$ cat config.mk
export PLATFORM = sky130hd
export DESIGN_NAME = aging_peer_table_unit
export DESIGN_NICKNAME = d
export VERILOG_FILES = /design/src/sv/apt_pkg.sv /design/src/sv/aging_peer_table_unit.sv
export SDC_FILE = /design/constraint.sdc
export NUM_CORES = 1
export LEC_CHECK = 0
export BUFFER_PORTS_ARGS = -buffer_cell sky130_fd_sc_hd__buf_2
export CAP_MARGIN = 20
export CORE_UTILIZATION = 35
export CTS_BUF_LIST = sky130_fd_sc_hd__clkbuf_4
export DETAILED_ROUTE_END_ITERATION = 10
export PLACE_DENSITY = 0.48
export SLEW_MARGIN = 15
export SYNTH_ARGS = -nofsm -noshare
export SYNTH_HDL_FRONTEND = slang
export SYNTH_SLANG_ARGS = --single-unit
$ cat constraint.sdc
create_clock -name clk -period 12.8 [get_ports clk]
set_input_delay 1.92 -clock clk [delete_from_list [all_inputs] [get_ports clk]]
set_output_delay 1.92 -clock clk [all_outputs]
set_load 0.005 [all_outputs]
$ cat src/sv/apt_pkg.sv
// Shared constants and types for the aging peer table.
// No dependencies; imported by aging_peer_table_unit.
`default_nettype none

package apt_pkg;

	localparam int unsigned TABLE_ENTRIES_DEF = 8;
	localparam int unsigned ADDR_W            = 32;
	localparam int unsigned TIME_W            = 32;
	localparam int unsigned KIND_W            = 2;
	localparam int unsigned SLOT_W            = 3;
	localparam int unsigned IN_DATA_W         = 64;
	localparam int unsigned OUT_DATA_W        = 40;

	localparam logic [TIME_W-1:0] TIMEOUT_RESET = 32'd10000;

	typedef logic [KIND_W-1:0] kind_t;

	localparam kind_t EV_REFRESH = 2'd0;
	localparam kind_t EV_ADDED   = 2'd1;
	localparam kind_t EV_FULL    = 2'd2;
	localparam kind_t EV_REMOVED = 2'd3;

	typedef struct packed {
		kind_t             kind;
		logic [SLOT_W-1:0] slot;
		logic [ADDR_W-1:0] addr;
	} result_t;

endpackage

`default_nettype wire

$ cat src/sv/aging_peer_table_unit.sv
// Aging peer table: address learning table with per-entry last-seen times.
// Depends on apt_pkg for constants, event codes and the result type.
//
// Usage: each item on s_axis is one poll. tuser carries announce_valid, tdata
// carries peer_addr and now_time. An announcement of a non-zero address
// refreshes a matching entry, else fills the first free slot, else reports the
// table as full. Then the lowest occupied entry older than timeout_ticks is
// cleared and reported. Each poll gives zero, one or two items on m_axis; tlast
// marks the final one. timeout_ticks is written through cfg_valid/cfg_data;
// cfg_ready is always high.
// Timing: one shared subtractor walks the table through a registered-read
// memory, one entry a cycle. The lookup pass runs only for an announcement
// of a non-zero address and is followed by a write step; the aging pass
// stops at the first removal; the output step hands the results to the
// output register one by one. s_axis_tready is high only between polls.
// While m_axis is stalled the held result stays put and the sequencer
// waits before loading the next. Reset empties the table at once through
// the occupancy flags and sets timeout_ticks to 10000.
`default_nettype none

module aging_peer_table_unit #(
	parameter int unsigned TABLE_ENTRIES = apt_pkg::TABLE_ENTRIES_DEF
) (
	input  wire                              clk,
	input  wire                              arst_n,
	input  wire                              s_axis_tvalid,
	output logic                             s_axis_tready,
	input  wire  [apt_pkg::IN_DATA_W-1:0]    s_axis_tdata,  // peer_addr, now_time
	input  wire  [0:0]                       s_axis_tuser,  // announce_valid
	output logic                             m_axis_tvalid,
	input  wire                              m_axis_tready,
	output logic [apt_pkg::OUT_DATA_W-1:0]   m_axis_tdata,  // slot_index, event_addr, pad
	output logic [apt_pkg::KIND_W-1:0]       m_axis_tuser,  // event_kind
	output logic                             m_axis_tlast,
	input  wire                              cfg_valid,
	output logic                             cfg_ready,
	input  wire  [apt_pkg::TIME_W-1:0]       cfg_data
);
	import apt_pkg::*;

	localparam int unsigned IW = (TABLE_ENTRIES > 1) ? $clog2(TABLE_ENTRIES) : 1;
	localparam int unsigned PW = $clog2(TABLE_ENTRIES + 1);

	localparam logic [2:0] ST_IDLE = 3'd0;
	localparam logic [2:0] ST_LOOK = 3'd1;
	localparam logic [2:0] ST_ANN  = 3'd2;
	localparam logic [2:0] ST_AGE  = 3'd3;
	localparam logic [2:0] ST_OUT  = 3'd4;

	logic [ADDR_W-1:0] addr_mem [0:TABLE_ENTRIES-1];
	logic [TIME_W-1:0] seen_mem [0:TABLE_ENTRIES-1];

	logic [2:0]               state_q;
	logic [PW-1:0]            ptr_q;
	logic                     chk_s1;
	logic                     vld_s1;
	logic [IW-1:0]            idx_s1;
	logic [ADDR_W-1:0]        rd_addr_s1;
	logic [TIME_W-1:0]        rd_seen_s1;
	logic [TABLE_ENTRIES-1:0] occ_q;
	logic [TIME_W-1:0]        timeout_q;
	logic                     hit_found_q;
	logic                     emp_found_q;
	logic [IW-1:0]            hit_idx_q;
	logic [IW-1:0]            emp_idx_q;
	logic [ADDR_W-1:0]        addr_q;
	logic [TIME_W-1:0]        now_q;
	logic                     pend_q;
	logic                     rem_q;
	result_t                  pend_res_q;
	result_t                  rem_res_q;
	result_t                  out_res_q;
	logic                     out_last_q;
	logic                     out_valid_q;

	logic              in_acc;
	logic              ann_in;
	logic              scanning;
	logic              issue;
	logic [IW-1:0]     rd_idx;
	logic              last_chk;
	logic [ADDR_W-1:0] op_a;
	logic [ADDR_W-1:0] op_b;
	logic [ADDR_W-1:0] diff;
	logic              hit;
	logic              timed;
	logic              wr_en;
	logic [IW-1:0]     wr_idx;
	logic              out_free;
	logic              load;

	assign s_axis_tready = (state_q == ST_IDLE);
	assign in_acc        = s_axis_tvalid && s_axis_tready;
	assign ann_in        = s_axis_tuser[0] && (s_axis_tdata[ADDR_W-1:0] != '0);
	assign cfg_ready     = 1'b1;

	assign scanning = (state_q == ST_LOOK) || (state_q == ST_AGE);
	assign issue    = scanning && (ptr_q < PW'(TABLE_ENTRIES)) && !timed;
	assign rd_idx   = ptr_q[IW-1:0];
	assign last_chk = chk_s1 && (idx_s1 == IW'(TABLE_ENTRIES - 1));

	// shared subtractor: equality for lookup, age for expiry
	assign op_a  = (state_q == ST_LOOK) ? addr_q : now_q;
	assign op_b  = (state_q == ST_LOOK) ? rd_addr_s1 : rd_seen_s1;
	assign diff  = op_a - op_b;
	assign hit   = chk_s1 && vld_s1 && (diff == '0);
	assign timed = (state_q == ST_AGE) && chk_s1 && vld_s1 && (diff > timeout_q);

	assign wr_en  = (state_q == ST_ANN) && (hit_found_q || emp_found_q);
	assign wr_idx = hit_found_q ? hit_idx_q : emp_idx_q;

	assign out_free = !out_valid_q || m_axis_tready;
	assign load     = (state_q == ST_OUT) && out_free && (pend_q || rem_q);

	assign m_axis_tvalid = out_valid_q;
	assign m_axis_tuser  = out_res_q.kind;
	assign m_axis_tlast  = out_last_q;
	assign m_axis_tdata  = {{(OUT_DATA_W - ADDR_W - SLOT_W){1'b0}},
		out_res_q.addr, out_res_q.slot};

	always_ff @(posedge clk or negedge arst_n) begin
		if (!arst_n) begin
			state_q     <= ST_IDLE;
			ptr_q       <= '0;
			chk_s1      <= 1'b0;
			vld_s1      <= 1'b0;
			occ_q       <= '0;
			timeout_q   <= TIMEOUT_RESET;
			hit_found_q <= 1'b0;
			emp_found_q <= 1'b0;
			pend_q      <= 1'b0;
			rem_q       <= 1'b0;
			out_valid_q <= 1'b0;
		end else begin
			if (cfg_valid) begin
				timeout_q <= cfg_data;
			end
			chk_s1 <= issue;
			vld_s1 <= occ_q[rd_idx];
			if (issue) begin
				ptr_q <= ptr_q + PW'(1);
			end
			if (load) begin
				out_valid_q <= 1'b1;
			end else if (m_axis_tready) begin
				out_valid_q <= 1'b0;
			end
			case (state_q)
				ST_IDLE: begin
					if (in_acc) begin
						ptr_q       <= '0;
						hit_found_q <= 1'b0;
						emp_found_q <= 1'b0;
						pend_q      <= 1'b0;
						rem_q       <= 1'b0;
						state_q     <= ann_in ? ST_LOOK : ST_AGE;
					end
				end
				ST_LOOK: begin
					if (hit) begin
						hit_found_q <= 1'b1;
					end
					if (chk_s1 && !vld_s1) begin
						emp_found_q <= 1'b1;
					end
					if (last_chk) begin
						state_q <= ST_ANN;
					end
				end
				ST_ANN: begin
					if (!hit_found_q && emp_found_q) begin
						occ_q[emp_idx_q] <= 1'b1;
					end
					pend_q  <= 1'b1;
					ptr_q   <= '0;
					state_q <= ST_AGE;
				end
				ST_AGE: begin
					if (timed) begin
						occ_q[idx_s1] <= 1'b0;
						rem_q         <= 1'b1;
						state_q       <= ST_OUT;
					end else if (last_chk) begin
						state_q <= ST_OUT;
					end
				end
				ST_OUT: begin
					if (pend_q) begin
						if (out_free) begin
							pend_q <= 1'b0;
							if (!rem_q) begin
								state_q <= ST_IDLE;
							end
						end
					end else if (rem_q) begin
						if (out_free) begin
							rem_q   <= 1'b0;
							state_q <= ST_IDLE;
						end
					end else begin
						state_q <= ST_IDLE;
					end
				end
				default: begin
					state_q <= ST_IDLE;
				end
			endcase
		end
	end

	// table memory: registered read, single write port
	always_ff @(posedge clk) begin
		if (issue) begin
			rd_addr_s1 <= addr_mem[rd_idx];
			rd_seen_s1 <= seen_mem[rd_idx];
			idx_s1     <= rd_idx;
		end
		if (wr_en) begin
			addr_mem[wr_idx] <= addr_q;
			seen_mem[wr_idx] <= now_q;
		end
	end

	always_ff @(posedge clk) begin
		if (in_acc) begin
			addr_q <= s_axis_tdata[ADDR_W-1:0];
			now_q  <= s_axis_tdata[ADDR_W +: TIME_W];
		end
		if ((state_q == ST_LOOK) && hit && !hit_found_q) begin
			hit_idx_q <= idx_s1;
		end
		if ((state_q == ST_LOOK) && chk_s1 && !vld_s1 && !emp_found_q) begin
			emp_idx_q <= idx_s1;
		end
		if (state_q == ST_ANN) begin
			pend_res_q.addr <= addr_q;
			if (hit_found_q) begin
				pend_res_q.kind <= EV_REFRESH;
				pend_res_q.slot <= SLOT_W'(hit_idx_q);
			end else if (emp_found_q) begin
				pend_res_q.kind <= EV_ADDED;
				pend_res_q.slot <= SLOT_W'(emp_idx_q);
			end else begin
				pend_res_q.kind <= EV_FULL;
				pend_res_q.slot <= '0;
			end
		end
		if (timed) begin
			rem_res_q.kind <= EV_REMOVED;
			rem_res_q.slot <= SLOT_W'(idx_s1);
			rem_res_q.addr <= rd_addr_s1;
		end
		if (load) begin
			if (pend_q) begin
				out_res_q  <= pend_res_q;
				out_last_q <= !rem_q;
			end else begin
				out_res_q  <= rem_res_q;
				out_last_q <= 1'b1;
			end
		end
	end

	a_occ_only_in_update: assert property (@(posedge clk) disable iff (!arst_n)
		!(state_q == ST_ANN || state_q == ST_AGE) |=> (occ_q == $past(occ_q)))
		else $error("occupancy changed outside the update and aging steps");

	a_one_removal: assert property (@(posedge clk) disable iff (!arst_n)
		(state_q == ST_AGE) |=> ($countones($past(occ_q) & ~occ_q) <= 1))
		else $error("more than one entry removed in one step");

	a_idle_clean: assert property (@(posedge clk) disable iff (!arst_n)
		(state_q == ST_IDLE) |-> (!pend_q && !rem_q))
		else $error("results left pending while idle");

	a_load_from_out: assert property (@(posedge clk) disable iff (!arst_n)
		$rose(out_valid_q) |-> ($past(state_q) == ST_OUT))
		else $error("result loaded outside the output step");

	a_add_needs_free: assert property (@(posedge clk) disable iff (!arst_n)
		(state_q == ST_ANN && !hit_found_q && emp_found_q) |-> !occ_q[emp_idx_q])
		else $error("new address placed in an occupied slot");

endmodule

`default_nettype wire

Yosys cells after proc, flatten, opt, wreduce, memory -nomap -nowiden. Memories as Yosys holds them, arrays and structs flattened. A register that Yosys moved wholly into a read port is not among the register bits. Cells that the tools add are included.

Bits in registers: 237. Bits in writable memories: 512. Input bits: 102. Output and inout bits: 46. Word-level logic and storage cells: 146. Memories: 2.

Memory list: addr_mem (words 8, width 32, read ports 1, clocked after memory_dff 1, wr ports 1, RTL line aging_peer_table_unit.sv:50) `logic [ADDR_W-1:0] addr_mem [0:TABLE_ENTRIES-1];`; seen_mem (words 8, width 32, read ports 1, clocked after memory_dff 1, wr ports 1, RTL line aging_peer_table_unit.sv:51) `logic [TIME_W-1:0] seen_mem [0:TABLE_ENTRIES-1];`.

$add $sub $neg: 2. Magnitude comparators: 7. Eq/ne operators: 16. Muxes and demuxes: 45. Bitwise gates (word level): 3. Reduce and logical (&&, ||, !) cells: 46.

Operator list (count): 32-bit two-way mux (2); 35-bit two-way mux (1); 3-bit two-way mux (11); 32-bit > comparator (1); 32-bit zero test (1); 32-bit nonzero test (1); 32-bit subtractor (1); 1-bit logical AND (22); 8-bit two-way mux (2); 8-bit case mux with 2 select lines (1); 1-bit two-way mux (15); 3-bit case mux with 5 select lines (1); 3-bit by 4-bit < comparator with 1-bit output (second input constant) (3); 2-bit != test (second input constant) (6); 3-bit != test (second input constant) (4); 3-bit AND reduction (3); 8-bit AND (1); 4-bit two-way mux (2); 8-bit inverter (1); 8-bit OR (1); 4-bit case mux with 2 select lines (1); 1-bit demux with 3-bit select (2); 3-bit by 2-bit == test with 1-bit output (second input constant) (2); 3-bit == test (second input constant) (2); 18 further kinds (32).

Longest topological paths before layout. Gate-level depths: netlist of run 1.

Depth after elaboration: 10. Gate-level depth with buffers: 25. Mapped depth without buffers: 22.

Least setup slack after synthesis of run 1. No wires, ideal clock.

Path kind: reg2reg. Start: register state_q[0]. End: register ptr_q[1]. Library setup time: 333 ps. Arrival: 10279 ps. Required time: 12467 ps. Slack: 2188 ps. Stages on the path, launching flop included: 23. Path buffers: 3. Period minus slack after synthesis: 10612 ps. Cells stage by stage: dfrtp_1 > nor3b_1 > clkbuf_1 > buf_1 > mux2_2 > ha_1 > fa_1 > nor2b_1 > o2111ai_1 > a21oi_1 > nor4_2 > a21o_1 > o21ai_0 > xor2_1 > ha_1 > a21o_1 > a221oi_1 > o21bai_1 > a221o_1 > o31a_1 > clkbuf_1 > nor4_2 > o21ai_0.

Longest elaborated chain between the ends: 10. Elaborated cells between the ends (all ways): 19. Those cells by class: 1 x add/sub; 1 x order compare; 3 x eq/ne; 5 x mux; 9 x reduce/logical.

RTL lines: from (decl) (RTL line aging_peer_table_unit.sv:53) `logic [2:0] state_q;`; from (signal assigned) (RTL line aging_peer_table_unit.sv:156) `state_q <= ann_in ? ST_LOOK : ST_AGE;`; 3-bit by 1-bit == test with 1-bit output (RTL line aging_peer_table_unit.sv:103, aging_peer_table_unit.sv:104); 32-bit two-way mux (on tied branches) (RTL line aging_peer_table_unit.sv:103, aging_peer_table_unit.sv:104); 32-bit subtractor (RTL line aging_peer_table_unit.sv:105) `assign diff = op_a - op_b;`; 32-bit > comparator (RTL line aging_peer_table_unit.sv:107) `assign timed = (state_q == ST_AGE) && chk_s1 && vld_s1 && (diff > timeout_q);`; 1-bit logical AND (*) (RTL line aging_peer_table_unit.sv:107); named net timed (RTL line aging_peer_table_unit.sv:86) `logic timed;`; 1-bit zero test (*) (RTL line aging_peer_table_unit.sv:98) `assign issue = scanning && (ptr_q < PW'(TABLE_ENTRIES)) && !timed;`; 1-bit logical AND (*) (RTL line aging_peer_table_unit.sv:98); named net issue (RTL line aging_peer_table_unit.sv:79) `logic issue;`; 4-bit two-way mux (*) (RTL line aging_peer_table_unit.sv:140) `if (issue) begin`; 4-bit two-way mux (RTL line aging_peer_table_unit.sv:150) `if (in_acc) begin`; 4-bit case mux with 2 select lines (*) (RTL line aging_peer_table_unit.sv:148) `case (state_q)`; to (signal assigned) (RTL line aging_peer_table_unit.sv:141) `ptr_q <= ptr_q + PW'(1);`; to (decl) (RTL line aging_peer_table_unit.sv:54) `logic [PW-1:0] ptr_q;`.

The timed path passes the listed nets; every way through them passes the cells marked *. A chain may end at the register's enable or synchronous reset.

Worst setup path after layout of run 1.
Start: register state_q[2]. End: register occ_q[1].

Longest elaborated chain between the ends: 7. Elaborated cells between the ends (all ways): 15. Those cells by class: 1 x add/sub; 1 x order compare; 5 x eq/ne; 3 x mux; 5 x reduce/logical.

RTL lines: 3-bit by 1-bit == test with 1-bit output (RTL line aging_peer_table_unit.sv:103, aging_peer_table_unit.sv:104); 32-bit two-way mux (on tied branches) (RTL line aging_peer_table_unit.sv:103, aging_peer_table_unit.sv:104); 32-bit subtractor (RTL line aging_peer_table_unit.sv:105); 32-bit > comparator (RTL line aging_peer_table_unit.sv:107); 1-bit logical AND (RTL line aging_peer_table_unit.sv:107); 2-bit != test (no source line); 3-bit AND reduction (no source line); to (signal assigned) (RTL line aging_peer_table_unit.sv:127) `occ_q <= '0;`; to (signal, indexed assignment) (RTL line aging_peer_table_unit.sv:172) `occ_q[emp_idx_q] <= 1'b1;`; to (signal, indexed assignment) (RTL line aging_peer_table_unit.sv:180) `occ_q[idx_s1] <= 1'b0;`; to (decl) (RTL line aging_peer_table_unit.sv:60) `logic [TABLE_ENTRIES-1:0] occ_q;`.

Several ways; a longest one is shown, not always the timed one.

==> flow_summary.toml, run 1 <==
[pwr]
leakage_uw = 0.0131
vdd.ir_drop.worst_mv = 0.118
power.density_nw_per_um2 = 246

[clock_tree]
cts-root-to-sink-buffers = 3
cts_tree = "yes"
number_of_setup_buffers_added_after_cts = 0
post_cts_resized = 0
htree_levels = 4
clock_tree.root_cell = "sky130_fd_sc_hd__clkbuf_4"
cts.clk_slew.worst_paths_ps = 70
number_of_buffers_added_by_the_clock_tree_synthesis_step = 210
worstSkewPairLatency_ps = 1080
cts_hold_bufs = 0
cts_num_sinks = 813

[yosys]
number_of_different_library_cells_in_the_post_synthesis_netlist = 65
ys_top_cells_by_count = "sky130_fd_sc_hd__edfxtp_1, sky130_fd_sc_hd__mux2_2, sky130_fd_sc_hd__mux4_2"
synth_compound_gate_area_share_pct = 4.01
synth_mux_area_share_pct = 14.5
syn-cell-area_um2 = 33100
yosys.cell_count.top_type = "sky130_fd_sc_hd__edfxtp_1"
yosys_warnings = 0
postSynth.asyncResetShare_pct = 6.64
yosys.area_share.xor_xnor_pct = 0.529
synth_edf_count = 759
synth-adder-area-share_pct = 2.48
synth_seq_area_share_pct = 73.0
yosys_most_used_dff = "sky130_fd_sc_hd__edfxtp_1"
synth_simple_gate_area_share_pct = 3.92
largest_family_of_logic_cells_by_synthesized_area = "multiplexers"
synth_top_cell_area_share_pct = 68.9
yosys.area.top_type = "sky130_fd_sc_hd__edfxtp_1"
post_synth_main_area_contributors = "sky130_fd_sc_hd__edfxtp_1, sky130_fd_sc_hd__mux4_2, sky130_fd_sc_hd__mux2_2, sky130_fd_sc_hd__dfrtp_1, sky130_fd_sc_hd__ha_1"
netlist_instances = 1807
avg_cell_area_syn_um2 = 18.3
synth_seq_cells = 813

[detailed_routing]
routed_wire_length_per_instance_um = 23.7
drc = 0
route.detailed.vias_per_inst = 5.02
detail_route.first_pass.iterations = 5
ant_nets = 0
detailedRoute.firstIterationViolations = 1202
route.final.wire_length_um = 84100
vias = 17800

[global_routing]
grt_antenna_before_repair = 3
first_global_vias = 18800
globalRouteMet3Util_pct = 3.63
largest_net_degree_at_the_start_of_global_routing = 64
grt_overflow_total = 0
grtUsageMet1_pct = 24.2
globalRouteMet2Util_pct = 29.0
grt_first_pass_wirelength_um = 123000
grt_use_total_pct = 17.9
globalRoute.busiestLayer = "met2"

[min_path]
worstHoldStart = "rd_addr_s1[7]$_DFFE_PP_"
min_path_cells = 0
worstHoldPathType = "reg2reg"
hold-path-endpoint = "rem_res_q[7]$_DFFE_PP_"

[floorplanning]
starting_utilization_of_the_core_area_pct = 35.4
design.die.area_um2 = 95800
placeable_core_area_um2 = 93500
io_count = 148
rows = 112
dieWidth_um = 309
die_h_um = 309

[timing]
final_hold_viol_count = 0
final-max-slew-violation-count = 0
max_slew.worst_pin.slew_ps = 1000
worst_clock_skew_ps = 86.9
final_min_period_over_clock_period_pct = 56.4
finalSetupViolCount = 0
timing.max_slew.rel_slack_pct = 33.1
setup_total_negative_slack_ps = 0
fin_crit_period_ps = 7220
rsz0062_at_grt = "no"
top_achievable_clock_speed_ghz = 0.139

[outcome]
status = "complete, no violations"

[final_layout]
multiInputGateArea_um2 = 8510
filler_cell_count = 8624
final-instance-count-excl-fill = 3539
postLayoutCellArea_um2 = 38200
sequential_cell_area_um2 = 24200
post_route_cells_drive_above_1_share_pct = 35.7
layout-area-overhead-vs-synth_pct = 15.3
layout.nets = 2283

[setup_path]
crit_type = "reg2reg"
timing.rr.end = "occ_q[1]$_DFFE_PN0P_"
cp_slowest_stage_delay_ps = 670
worst_r2r_path_depth = 24
worstPathRequired_ps = 13700
crit_chain = "nor3b_2 > buf_4 > mux2_2 > ha_1 > fa_1 > nor2b_1 > o2111ai_1 > a21oi_1 > nor4_2 > a21o_1 > o21ai_0 > a31oi_1 > xnor2_1 > ha_1 > nand4_1 > nor4_1 > nand2_1 > inv_1 > a221o_1 > o31a_2 > buf_4 > nand2_1 > o31ai_1 > o21ai_0"
slowest_stage_cell_on_the_critical_path = "sky130_fd_sc_hd__buf_4"
r2r_setup_slack_ps = 5580
cp-start-kind = "flop"
crit_fanout = 41
setup.worst_path.end_class = "flop"
rr_startpoint = "state_q[2]$_DFFE_PN0P_"
cp_top_family = "compound AO/OA/AOI/OAI gates"
worst-path-buf-inv = 3
cp.arrival_ps = 8120

[place]
gp_congestion = 0.849
numPlacedInstances = 3158
port-buffer-count = 141
placed_cell_area_um2 = 35400
dp_hpwl_um = 50400

[job]
maxCapViolCount = 0
==> kinds of logic (layout without fill, tap and decap cells) <==
family | after synthesis | in the layout
adder cells (fa/ha/maj) | 65 | 65
flip-flops | 813 | 813
AND/OR/NAND/NOR | 264 | 264
AO/OA/AOI/OAI | 209 | 209
buffers and inverters | 135 | 606
XOR/XNOR | 20 | 20
multiplexers | 299 | 299
other | 2 | 9
==> worst max-delay path by stage <==
stage	startpoint	endpoint	cells past startpoint
after floorplan	state_q[0]$_DFFE_PN0P_	ptr_q[1]$_DFF_PN0_	22
after global placement	state_q[2]$_DFFE_PN0P_	ptr_q[2]$_DFF_PN0_	22
after detailed placement	state_q[2]$_DFFE_PN0P_	occ_q[1]$_DFFE_PN0P_	24
after CTS	state_q[2]$_DFFE_PN0P_	occ_q[1]$_DFFE_PN0P_	24
after global routing	state_q[2]$_DFFE_PN0P_	occ_q[1]$_DFFE_PN0P_	24
final	state_q[2]$_DFFE_PN0P_	occ_q[1]$_DFFE_PN0P_	24
==> registers in the layout, summed over array words and instances, names as in the netlist, 4 cells and up <==
name,cells
addr_mem,256
ptr_q,4
timeout_q,32
occ_q,8
seen_mem,256
addr_q,32
rd_seen_s1,32
rem_res_q,35
now_q,32
pend_res_q,37
rd_addr_s1,32
m_axis_tdata,35
==> worst reg2reg max path, stage by stage, from the launching register on <==
cell                        delay [ps]
sky130_fd_sc_hd__dfrtp_1           520
sky130_fd_sc_hd__nor3b_2           260
sky130_fd_sc_hd__buf_4             440
sky130_fd_sc_hd__mux2_2            440
sky130_fd_sc_hd__ha_1              230
sky130_fd_sc_hd__fa_1              460
sky130_fd_sc_hd__nor2b_1           310
sky130_fd_sc_hd__o2111ai_1         220
sky130_fd_sc_hd__a21oi_1           490
sky130_fd_sc_hd__nor4_2            110
sky130_fd_sc_hd__a21o_1            210
sky130_fd_sc_hd__o21ai_0           300
sky130_fd_sc_hd__a31oi_1           160
sky130_fd_sc_hd__xnor2_1           190
sky130_fd_sc_hd__ha_1              330
sky130_fd_sc_hd__nand4_1           120
sky130_fd_sc_hd__nor4_1            380
sky130_fd_sc_hd__nand2_1           130
sky130_fd_sc_hd__inv_1              70
sky130_fd_sc_hd__a221o_1           120
sky130_fd_sc_hd__o31a_2            220
sky130_fd_sc_hd__buf_4             670
sky130_fd_sc_hd__nand2_1           270
sky130_fd_sc_hd__o31ai_1           280
sky130_fd_sc_hd__o21ai_0           150
==> metrics by stage <==
| step | hold WS, ps | utilization [%] | total power (uW) | worst slack (ps) |
|---|---|---|---|---|
| 2_1_floorplan | 420 | - | 6140 | 2190 |
| 3_3_place_gp | 435 | 37.9 | 7220 | 5840 |
| 3_5_place_dp | 445 | 37.9 | 7240 | 5620 |
| 4_1_cts | 439 | 40.8 | 9550 | 5630 |
| 5_1_grt | 454 | 40.8 | 10000 | 5130 |
| 6_report | 440 | 40.8 | 9390 | 5580 |
==> power by group <==
| group | internal (uW) | switching (uW) | leakage (uW) |
|---|---|---|---|
| Clock | 1190 | 1050 | 0.00164 |
| Combinational | 1440 | 2000 | 0.00395 |
| Sequential | 3430 | 276 | 0.00756 |
==> metal layers <==
layer | part of all wire (%) | up-vias
met2 | 48 | 473
met4 | 1.8 | 0
li1 | - | 7995
met3 | 4.4 | 130
met1 | 45 | 9170
met5 | 0 | -
==> layout make-up <==
type | count | share of cell area [%]
sequential | 813 | 63.3
multi-input combinational | 863 | 22.3
clock buffer | 325 | 6.40
tap | 1254 | 4.11
timing repair buffer | 175 | 2.51
clock inverter | 53 | 0.794
inverter | 53 | 0.525
antenna | 3 | 0.0197
==> layout by cell type, fill, tap and decap left out, types with 10 or more instances in the layout <==
| cell type | Yosys | routed |
|---|---|---|
| sky130_fd_sc_hd__edfxtp_1 | 759 | 759 |
| sky130_fd_sc_hd__clkbuf_4 | 0 | 325 |
| sky130_fd_sc_hd__buf_2 | 2 | 142 |
| sky130_fd_sc_hd__mux2_2 | 132 | 132 |
| sky130_fd_sc_hd__mux4_2 | 130 | 130 |
| sky130_fd_sc_hd__nand2_1 | 96 | 96 |
| sky130_fd_sc_hd__o21ai_0 | 71 | 71 |
| sky130_fd_sc_hd__ha_1 | 64 | 64 |
| sky130_fd_sc_hd__inv_1 | 53 | 52 |
| sky130_fd_sc_hd__dfrtp_1 | 49 | 45 |
| sky130_fd_sc_hd__a21oi_1 | 42 | 42 |
| sky130_fd_sc_hd__nor2_1 | 46 | 37 |
| sky130_fd_sc_hd__mux2i_1 | 37 | 37 |
| sky130_fd_sc_hd__clkinv_1 | 0 | 36 |
| sky130_fd_sc_hd__buf_4 | 6 | 33 |
| sky130_fd_sc_hd__a21o_1 | 18 | 18 |
| sky130_fd_sc_hd__nand3_1 | 18 | 18 |
| sky130_fd_sc_hd__nor3_1 | 17 | 17 |
| sky130_fd_sc_hd__nand4_1 | 14 | 14 |
| sky130_fd_sc_hd__o21a_1 | 14 | 14 |
| sky130_fd_sc_hd__nor4_1 | 14 | 14 |
| sky130_fd_sc_hd__xnor2_1 | 12 | 12 |
| sky130_fd_sc_hd__nor2b_1 | 11 | 11 |
| sky130_fd_sc_hd__nand2b_1 | 10 | 10 |
(Power assumes the default switching activity.)
==> run 2, diff against run 1 <==
--- a/config.mk
+++ b/config.mk
@@ -5,6 +5,7 @@
 export SDC_FILE = /design/constraint.sdc
 export NUM_CORES = 1
 export LEC_CHECK = 0
+export ABC_AREA = 1
 export BUFFER_PORTS_ARGS = -buffer_cell sky130_fd_sc_hd__buf_2
 export CAP_MARGIN = 20
 export CORE_UTILIZATION = 35
==> constraint.sdc (replaced) <==
create_clock -name clk -period 6.8 [get_ports clk]
set_input_delay 1.02 -clock clk [delete_from_list [all_inputs] [get_ports clk]]
set_output_delay 1.02 -clock clk [all_outputs]
set_load 0.005 [all_outputs]
==> run 2 against run 1 <==
  * The run now ends with design-rule violations left
  * Global-route usage grew 1.5 points
  * Combinational power shrank 95%
  * Non-clock buffer count is 57 higher
  * Core utilization rose by 0.28 points
  * Largest cell class unchanged
==> flow_summary.toml, run 2 <==
[min_path]
worstHoldPathType = "in2reg"
min_path_cells = 3
hold-path-endpoint = "timeout_q[1]$_DFFE_PN0P_"
worstHoldStart = "cfg_data[1]"

[pwr]
sw_frac_of_total_pct = 21.1
vdd.ir_drop.worst_mv = 0.139
comb_power_share_pct = 1.6
power.density_nw_per_um2 = 244
power.switching_uw = 2050
leakage_uw = 0.0149
sequentialPowerShare_pct = 55.7
cell_internal_pwr_uw = 7690
power_frac_clock_pct = 42.7

[job]
maxCapViolCount = 0

[global_routing]
largest_net_degree_at_the_start_of_global_routing = 165
grt_overflow_total = 0
grt_use_total_pct = 19.5
grt_first_pass_wirelength_um = 143000
first_global_vias = 23100
grt_antenna_before_repair = 6

[clock_tree]
clock_tree.root_cell = "sky130_fd_sc_hd__clkbuf_4"
cts_num_sinks = 813
cts_tree = "yes"
cts.clk_slew.worst_paths_ps = 60
worstSkewPairLatency_ps = 1100
cts-root-to-sink-buffers = 3
number_of_setup_buffers_added_after_cts = 0
htree_levels = 4
number_of_buffers_added_by_the_clock_tree_synthesis_step = 212
post_cts_resized = 0

[setup_path]
startpoint = "state_q[2]$_DFFE_PN0P_"
crit_fanout = 64
cp_slowest_stage_delay_ps = 520
slowest_stage_cell_on_the_critical_path = "sky130_fd_sc_hd__buf_4"
worst-path-buf-inv = 5
rr_startpoint = "state_q[2]$_DFFE_PN0P_"
setup.worst_path.end_class = "flop"
cp-start-kind = "flop"
worstPathRequired_ps = 7470
cp.arrival_ps = 6230
cp_common_cell = "sky130_fd_sc_hd__nand2_1"
worst_r2r_path_depth = 25
cp_top_family = "simple AND/OR/NAND/NOR gates"
crit_type = "reg2reg"
r2r_setup_slack_ps = 1250
timing.rr.end = "rd_addr_s1[17]$_DFFE_PP_"

[yosys]
postSynth.asyncResetShare_pct = 6.64
synth_seq_cells = 813
synth_edf_count = 759
netlist_instances = 2936
yosys_most_used_dff = "sky130_fd_sc_hd__edfxtp_1"
yosys.cell_count.top_type = "sky130_fd_sc_hd__edfxtp_1"
number_of_different_library_cells_in_the_post_synthesis_netlist = 43
yosys_warnings = 0
synth_seq_area_share_pct = 70.2
synth_top_cell_area_share_pct = 66.3
syn-cell-area_um2 = 34400
yosys.area.top_type = "sky130_fd_sc_hd__edfxtp_1"
ys_top_cells_by_count = "sky130_fd_sc_hd__edfxtp_1, sky130_fd_sc_hd__nor2_1, sky130_fd_sc_hd__nand2_1"
post_synth_main_area_contributors = "sky130_fd_sc_hd__edfxtp_1, sky130_fd_sc_hd__nor2_1, sky130_fd_sc_hd__o21ai_0, sky130_fd_sc_hd__nand2_1, sky130_fd_sc_hd__dfrtp_1"
avg_cell_area_syn_um2 = 11.7

[final_layout]
post_route_cells_drive_above_1_share_pct = 18.0
final_common_cell = "sky130_fd_sc_hd__edfxtp_1"
largest_registers = "addr_mem: 256 flops, seen_mem: 256 flops, pend_res_q: 37 flops"
multiInputGateArea_um2 = 8960
layout.nets = 3424
filler_cell_count = 9317
final-instance-count-excl-fill = 4683
postLayoutCellArea_um2 = 39900
sequential_cell_area_um2 = 24200
layout-area-overhead-vs-synth_pct = 16.0
final_cell_mix = "sky130_fd_sc_hd__edfxtp_1, sky130_fd_sc_hd__nor2_1, sky130_fd_sc_hd__nand2_1, sky130_fd_sc_hd__o21ai_0, sky130_fd_sc_hd__clkbuf_4"

[detailed_routing]
drc = 4
route.detailed.vias_per_inst = 4.96
detail_route.first_pass.iterations = 11
routed_wire_length_per_instance_um = 20.6
vias = 23200
ant_nets = 0
route.final.wire_length_um = 96400
detailedRoute.firstIterationViolations = 1735

[outcome]
status = "complete, but fails checks"
violated_checks = "design-rule violations"

[place]
preCtsSetupSlack_ps = 1290
port-buffer-count = 141
numPlacedInstances = 4263
dp_hpwl_um = 60700
gp_congestion = 0.904
placed_cell_area_um2 = 36700

[floorplanning]
io_count = 148
design.die.area_um2 = 99500
placeable_core_area_um2 = 97000
die_h_um = 315
starting_utilization_of_the_core_area_pct = 35.4
dieWidth_um = 315
rows = 114

[timing]
final-max-slew-violation-count = 0
final_hold_viol_count = 0
fin_crit_period_ps = 5550
final_min_period_over_clock_period_pct = 81.7
finalSetupViolCount = 0
timing.max_slew.rel_slack_pct = 33.0
hold-worst-slack_ps = 160
setup_total_negative_slack_ps = 0
post-route-worst-setup-slack_ps = 1250
top_achievable_clock_speed_ghz = 0.180
worst_clock_skew_ps = 67.2
rsz0062_at_grt = "no"
max_slew.worst_pin.slew_ps = 1010
[run 2: cell types whose count changed in the layout (fill, tap and decap cells not counted), moves of 58 or more]
cell	before	now
sky130_fd_sc_hd__o21ai_0	71	342
sky130_fd_sc_hd__o22ai_1	3	65
sky130_fd_sc_hd__nor2_1	37	533
sky130_fd_sc_hd__nand2_1	96	441
sky130_fd_sc_hd__inv_1	52	207
sky130_fd_sc_hd__mux4_2	130	0
sky130_fd_sc_hd__mux2_2	132	36
sky130_fd_sc_hd__a31oi_1	7	65
[run 2: worst max path at each step]
stage                                to  depth (start not counted)
6_report       rd_addr_s1[17]$_DFFE_PP_                         25
5_1_grt        rd_addr_s1[17]$_DFFE_PP_                         26
4_1_cts        rd_addr_s1[17]$_DFFE_PP_                         27
3_5_place_dp   rd_seen_s1[18]$_DFFE_PP_                         25
3_3_place_gp    rem_res_q[20]$_DFFE_PP_                         27
2_1_floorplan       idx_s1[0]$_DFFE_PP_                         25
[run 2: repair_timing]
item | CTS | global route
setup endpoints to repair | 0 | 0
hold buffers | 56 | 0
endpoints found under the hold margin | 104 | 0
[run 2: cell type report]
class / count / share of cell area (%)
sequential: 813 / 60.6
multi-input combinational: 1777 / 22.5
clock buffer: 327 / 6.16
timing repair buffer: 232 / 4.15
tap: 1276 / 4.00
inverter: 221 / 2.11
clock inverter: 35 / 0.480
antenna: 2 / 0.0126
[run 2: through the flow]
step	total power [uW]	utilization [%]
final	9740	41.1
after global routing	10100	41.1
after detailed placement	5660	37.8
after global placement	5660	37.7
after floorplan	5590	-
after CTS	9890	41.1
[run 2: kinds of logic after synthesis]
logic type | Yosys count | synth area share [%]
and+or+nand+nor | 1099 | 12.8
DFF | 813 | 70.2
AOI/OAI and AO/OA | 529 | 8.26
buffers and inverters | 350 | 3.97
muxes | 66 | 2.05
adders and majority gates | 65 | 2.39
xor gates and xnor gates | 12 | 0.306
other | 2 | 0.0218
[run 2: power groups by stage]
stage | clock network (uW) | logic, uW | registers, uW
6_report | 4160 | 157 | 5420
4_1_cts | 4310 | 160 | 5420
2_1_floorplan | 0 | 67.0 | 5530
3_3_place_gp | 0 | 131 | 5530
5_1_grt | 4540 | 178 | 5420
3_5_place_dp | 0 | 134 | 5530
[run 2: layer usage]
layer  track usage [%]  share of wire, %
met5                 0             0.013
met4              6.20               1.9
met3              4.12               5.5
met2              29.8                45
met1              27.7                48
[run 2: worst min-delay path, stage by stage]
cell and delay (ps):
sky130_fd_sc_hd__buf_2 80, sky130_fd_sc_hd__nand2_1 40, sky130_fd_sc_hd__o21ai_0 60
